**src/rtl/core/assert_macros.svh**
```systemverilog
// Assertion macros used by the RTL top level
`ifndef ASSERT_MACROS_SVH
`define ASSERT_MACROS_SVH
`define ASSERT_IMPL(lbl, clk, rstn, a, c) \
    lbl: assert property (@(posedge clk) disable iff (!rstn) (a) |-> (c)) else $error("%m");
`define ASSERT_NEXT(lbl, clk, rstn, a, c) \
    lbl: assert property (@(posedge clk) disable iff (!rstn) (a) |=> (c)) else $error("%m");
`endif

```
**src/rtl/core/e2q_pkg.sv**
```systemverilog
// Package: constants, types and tables for the Euler to quaternion converter
`timescale 1ns / 1ps
`default_nettype none
package e2q_pkg;
    localparam int CordicIterations = 16;
    localparam int AtanEntries = 24;
    localparam int NumIter = (CordicIterations < AtanEntries) ? CordicIterations : AtanEntries;
    localparam int CntW = $clog2(NumIter + 1);
    localparam logic [31:0] PhaseMult = 32'd3054198966;
    localparam logic signed [33:0] GainQ30 = 34'sh026DD3B6A;
    localparam int QW = 34;
    localparam logic [1:0] QUAD_0 = 2'd0;
    localparam logic [1:0] QUAD_1 = 2'd1;
    localparam logic [1:0] QUAD_2 = 2'd2;

    typedef logic signed [QW-1:0] trig_t;

    typedef struct packed {
        trig_t x;
        trig_t y;
        logic signed [31:0] z;
        logic [1:0] quad;
    } cord_t;

    function automatic logic signed [31:0] atan_turns(input int i);
        logic [31:0] t [0:23];
        t = '{32'h20000000, 32'h12E4051E, 32'h09FB385B, 32'h051111D4,
              32'h028B0D43, 32'h0145D7E1, 32'h00A2F61E, 32'h00517C55,
              32'h0028BE53, 32'h00145F2F, 32'h000A2F98, 32'h000517CC,
              32'h00028BE6, 32'h000145F3, 32'h0000A2FA, 32'h0000517D,
              32'h000028BE, 32'h0000145F, 32'h00000A30, 32'h00000518,
              32'h0000028C, 32'h00000146, 32'h000000A3, 32'h00000051};
        return $signed(t[i]);
    endfunction
endpackage
`default_nettype wire

```
**src/rtl/core/e2q_cell.sv**
```systemverilog
// One CORDIC micro-rotation cell for three angles
`timescale 1ns / 1ps
`default_nettype none
module e2q_cell (
    input  wire logic                        clk,
    input  wire logic [e2q_pkg::CntW-1:0]    stage,
    input  wire e2q_pkg::cord_t              din [3],
    output e2q_pkg::cord_t                   dout [3]
);
    e2q_pkg::cord_t dout_next [3];

    always_comb
    begin
        for (int k = 0; k < 3; k++)
        begin
            dout_next[k] = din[k];
            if (!din[k].z[31])
            begin
                dout_next[k].x = din[k].x - (din[k].y >>> stage);
                dout_next[k].y = din[k].y + (din[k].x >>> stage);
                dout_next[k].z = din[k].z - e2q_pkg::atan_turns(int'(stage));
            end
            else
            begin
                dout_next[k].x = din[k].x + (din[k].y >>> stage);
                dout_next[k].y = din[k].y - (din[k].x >>> stage);
                dout_next[k].z = din[k].z + e2q_pkg::atan_turns(int'(stage));
            end
        end
    end

    always_ff @(posedge clk)
    begin
        dout <= dout_next;
    end
endmodule
`default_nettype wire

```
**config.mk**
```make
export PLATFORM = sky130hd
export DESIGN_NAME = e2q_cell
export DESIGN_NICKNAME = d
export VERILOG_FILES = /design/src/rtl/core/assert_macros.svh /design/src/rtl/core/e2q_pkg.sv /design/src/rtl/core/e2q_cell.sv
export SDC_FILE = /design/constraint.sdc
export NUM_CORES = 2
export LEC_CHECK = 0
export ABC_AREA = 1
export BUFFER_PORTS_ARGS = -buffer_cell sky130_fd_sc_hd__buf_2
export CAP_MARGIN = 10
export CORE_AREA = 2 2 324 326
export CTS_BUF_LIST = sky130_fd_sc_hd__clkbuf_16
export DETAILED_ROUTE_END_ITERATION = 10
export DIE_AREA = 0 0 326 328
export PLACE_DENSITY = 0.69
export SLEW_MARGIN = 40
export SYNTH_ARGS = -nofsm -noshare
export SYNTH_HDL_FRONTEND = slang
export SYNTH_SLANG_ARGS = --single-unit
```
**constraint.sdc**
```tcl
create_clock -name clk -period 10.7 [get_ports clk]
set_input_delay 0.535 -clock clk [delete_from_list [all_inputs] [get_ports clk]]
set_output_delay 0.535 -clock clk [all_outputs]
set_load 0.05 [all_outputs]
```
# ---- Word-level counts from Yosys, hierarchy flattened
# Memories as Yosys holds them, arrays and structs flattened.
# Cells that the tools add are included.
dict set report totals {
  register_bits 306
  romBits 1024
  input_bits 312
  out_inout_bits 306
  wordCells 44
  n_memories 1
}
dict set report classes {
  addsub 18
  n_lt_le_gt_ge 1
  n_shift 6
  n_mux 5
  bitwise_logic 1
}
# memory depth word_bits read_ports rd_ports_with_merged_regs wr line
set mem_list {}
lappend mem_list {{(no name shown)} 32 32 1 0 0 e2q_pkg.sv:33} ;# return $signed(t[i]);
# cell n
set ops {}
lappend ops {{100-bit two-way mux} 3}
lappend ops {{34-bit adder} 6}
lappend ops {{34-bit by 5-bit >>> shifter with 34-bit output} 6}
lappend ops {{34-bit subtractor} 6}
lappend ops {{32-bit adder} 3}
lappend ops {{32-bit subtractor} 3}
lappend ops {{32-bit two-way mux} 2}
lappend ops {{32-bit by 6-bit >= comparator with 1-bit output (second input constant)} 1}
lappend ops {{5-bit NOT with 32-bit output} 1}

# ---- Longest topological paths before layout
dict set report logic_depth {
  depth_word 6
  ltp_mapped 36
  ltp_nobuf 33
}

# ---- Worst setup path before layout
# Ideal clock, no wire load.
dict set report synth_timing {
  kind {input-to-reg}
  from {input port stage[1] in the netlist's numbering}
  to {register dout[232] in the netlist's numbering}
  setup_time_ps 112
  arrival_time_ps 4669
  required_ps 10588
  path_slack_ps 5919
  cell_stages 33
  path_buffers 3
  path_cell_list {buf_6 -> inv_6 -> buf_6 -> buf_2 -> ha_1 -> o21ai_2 -> o21bai_2 -> o211ai_1 -> inv_1 -> ha_1 -> nand2_1 -> nor2_2 -> nand3_2 -> nor3_2 -> nand2_1 -> a22oi_1 -> nand2_1 -> o21ai_0 -> ha_1 -> nand2_1 -> inv_1 -> a21oi_1 -> nand2_1 -> a31oi_1 -> inv_1 -> nand2_1 -> nand2_1 -> a21boi_0 -> o21ai_0 -> nand2_1 -> nand2_1 -> nand2_1 -> nand2_1}
}
# element line
set synth_lines {}
lappend synth_lines {{start: declaration} e2q_cell.sv:6} ;# input wire logic [e2q_pkg::CntW-1:0] stage,
lappend synth_lines {{end signal: assignment} e2q_cell.sv:34} ;# dout <= dout_next;
lappend synth_lines {{end: declaration} e2q_cell.sv:8} ;# output e2q_pkg::cord_t dout [3]

==> out/qor.yml <==
global_routing:
  grt_util_all_layers_pct: 32.8
  first_global_vias: 47000
  grt_overflow: 0
  grt_max_degree: 136
  grt_pass1_wl_um: 273000
  antenna_found_initial: 18
clock_tree:
  path_clk_slew_ps: 60
  htreeDepth: 2
  clock-sinks: 306
  cts_setup_buffers: 0
  cts_buffers: 38
  clockRootBuffer: "clkbuf_16"
  cts_tree: "yes"
  post_cts_resized: 0
  holdBufCountCts: 0
  cts_max_path_buffers: 3
drt:
  dr.pass1.iters: 8
  wire_per_inst_um: 20.5
  vias: 50200
  drcViolationCount: 0
  ant_nets: 0
  avgViaCountPerCell: 5.57
  drtIter0Drc: 5482
  wirelength_um: 185000
worst_setup_path:
  crit_path_max_fanout: 63
  path_delay_family: "compound AO/OA/AOI/OAI gates"
  startpoint_type: "input pin"
  slowest_delay_ps: 650
  worstSetupEndpointType: "flip-flop"
  worst-path-buf-inv: 8
  required_ps: 11170
  crit_path_top_delay_cell: "buf_4"
  crit_top_cell: "nand2_1"
  arrival_ps: 6440
  criticalPathCategory: "in -> reg"
cells_and_area:
  largest_register_ffs: 306
  largest_register: "dout"
  syn_to_final_growth_pct: 12.6
  num-fill-cells: 11300
  layout-drive-gt1-share_pct: 11.5
  nets: 8211
  top_regs: "dout: 306 flops"
floorplanning:
  die-area_um2: 107000
  core_um2: 103000
  rows: 118
  ios: 618
  die_x_um: 326
  die_y_um: 328
  initial_core_util_pct: 39.9
sta:
  worstMarginPinSlew_ps: 953
  hold_viol_final: 0
  final_max_slew_viol_count: 0
  setup_tns_ps: 0
  fin_crit_ps: 5970
  grt_setup_unrepaired: "false"
  hold_slack_ps: 38.8
  min_period_over_period_pct: 55.8
  setup_violations: 0
  max_freq_ghz: 0.168
  slew_headroom_pct: 35.8
synthesis:
  ys_warn_count: 0
  yosysTopAreaCellShare_pct: 21.2
  synth_common_cells: "2318 x nand2_1, 1131 x nand3_1, 660 x inv_1"
  synth.most_common_cell: "nand2_1"
  synth_nets: 7774
  syn-cell-area_um2: 41100
  synth_seq_area_share_pct: 14.9
  synth_cell_type_count: 61
  yosys.area.top_type: "nand2_1"
  synthArstFlopShare_pct: 0
  synth_area_per_cell_um2: 5.75
  synth_area_leaders: "nand2_1 21%, dfxtp_1 15%, nand3_1 14%, ha_1 9.2%, xor2_1 6.2%"
  synth_edf_count: 0
  ys.flop_type: "dfxtp_1"
  ys_ff_latch: 306
  syn_inst: 7150
power:
  max-vdd-ir-drop_mv: 0.262
  cellLeakagePower_nw: 24.7
  p_per_area_nw_per_um2: 186
place:
  place_congestion: 1.02
  dp_hpwl_um: 153000
  port_buffers: 617
status:
  status: "complete, no violations"
min_path:
  min_path_type: "in -> reg"
flow_run:
  max_cap_violations: 0
stage by stage:
stage	power (mW)	util, %	instances	area [µm²]	worst slack, ps
2_1_floorplan	5.71	-	7150	41100	5920
3_3_place_gp	7.14	43.5	8924	44900	4140
3_5_place_dp	7.13	43.5	8926	44900	4270
4_1_cts	8.60	44.8	8992	46200	4870
5_1_grt	9.08	44.9	9000	46300	4310
6_report	8.60	44.9	9007	46300	4730
cells in the final DEF, fill, tap and decap left out, types with 30 or more instances in the layout:
cell type	n
xnor2_1	124
nor2_1	488
a21oi_1	370
nor3_1	42
dfxtp_1	306
o21a_1	31
nand3_1	1131
nand2_2	41
ha_1	303
clkbuf_16	39
nand4_1	68
buf_2	612
xor2_1	291
a31oi_1	75
a21boi_0	30
o21ai_0	296
nor2_2	35
inv_2	32
nand2_1	2318
inv_1	659
metal layers:
metal | global-route usage [%] | vias up | part of all wire (%)
li1 | - | 24500 | -
met4 | 20.6 | 8 | 7.0
met1 | 39.1 | 22800 | 39
met5 | 0 | - | 0.030
met2 | 55.9 | 2334 | 46
met3 | 4.35 | 530 | 7.2
report_power, final:
group / switching (mW) / internal, mW / leakage, nW
Sequential: 0.144 / 1.62 / 2.58
Clock: 0.567 / 0.858 / 0.655
Combinational: 4.04 / 1.36 / 21.5
logic make-up (layout without fill, tap and decap cells):
logic type | count (synthesis) | after routing | share of synthesized area [%]
AO/OA/AOI/OAI | 972 | 972 | 13.5
XOR/XNOR | 415 | 415 | 8.84
adder cells (fa/ha/maj) | 312 | 312 | 9.66
buffers and inverters | 949 | 1412 | 9.66
flip-flops | 306 | 306 | 14.9
other | 0 | 14 | 0
AND/OR/NAND/NOR | 4196 | 4196 | 43.5
path summary, 6_finish.rpt:
path	startpoint	to	slack, ps	depth (start not counted)
max	stage[1]	dout[25]	4730	28
min	din[0]	dout[0]	40	1
area by class of cell:
| type | instances | area [µm²] | share of cell area, % |
|---|---|---|---|
| Sequential cell | 306 | 6130 | 13.2 |
| Multi-Input combinational cell | 5895 | 31100 | 67.1 |
| Clock inverter | 27 | 357 | 0.770 |
| Clock buffer | 39 | 976 | 2.11 |
| Timing Repair Buffer | 649 | 3390 | 7.33 |
| Antenna cell | 14 | 35.0 | 0.0756 |
| Tap cell | 1380 | 1730 | 3.73 |
| Inverter | 697 | 2640 | 5.70 |
(Power assumes the default switching activity.)
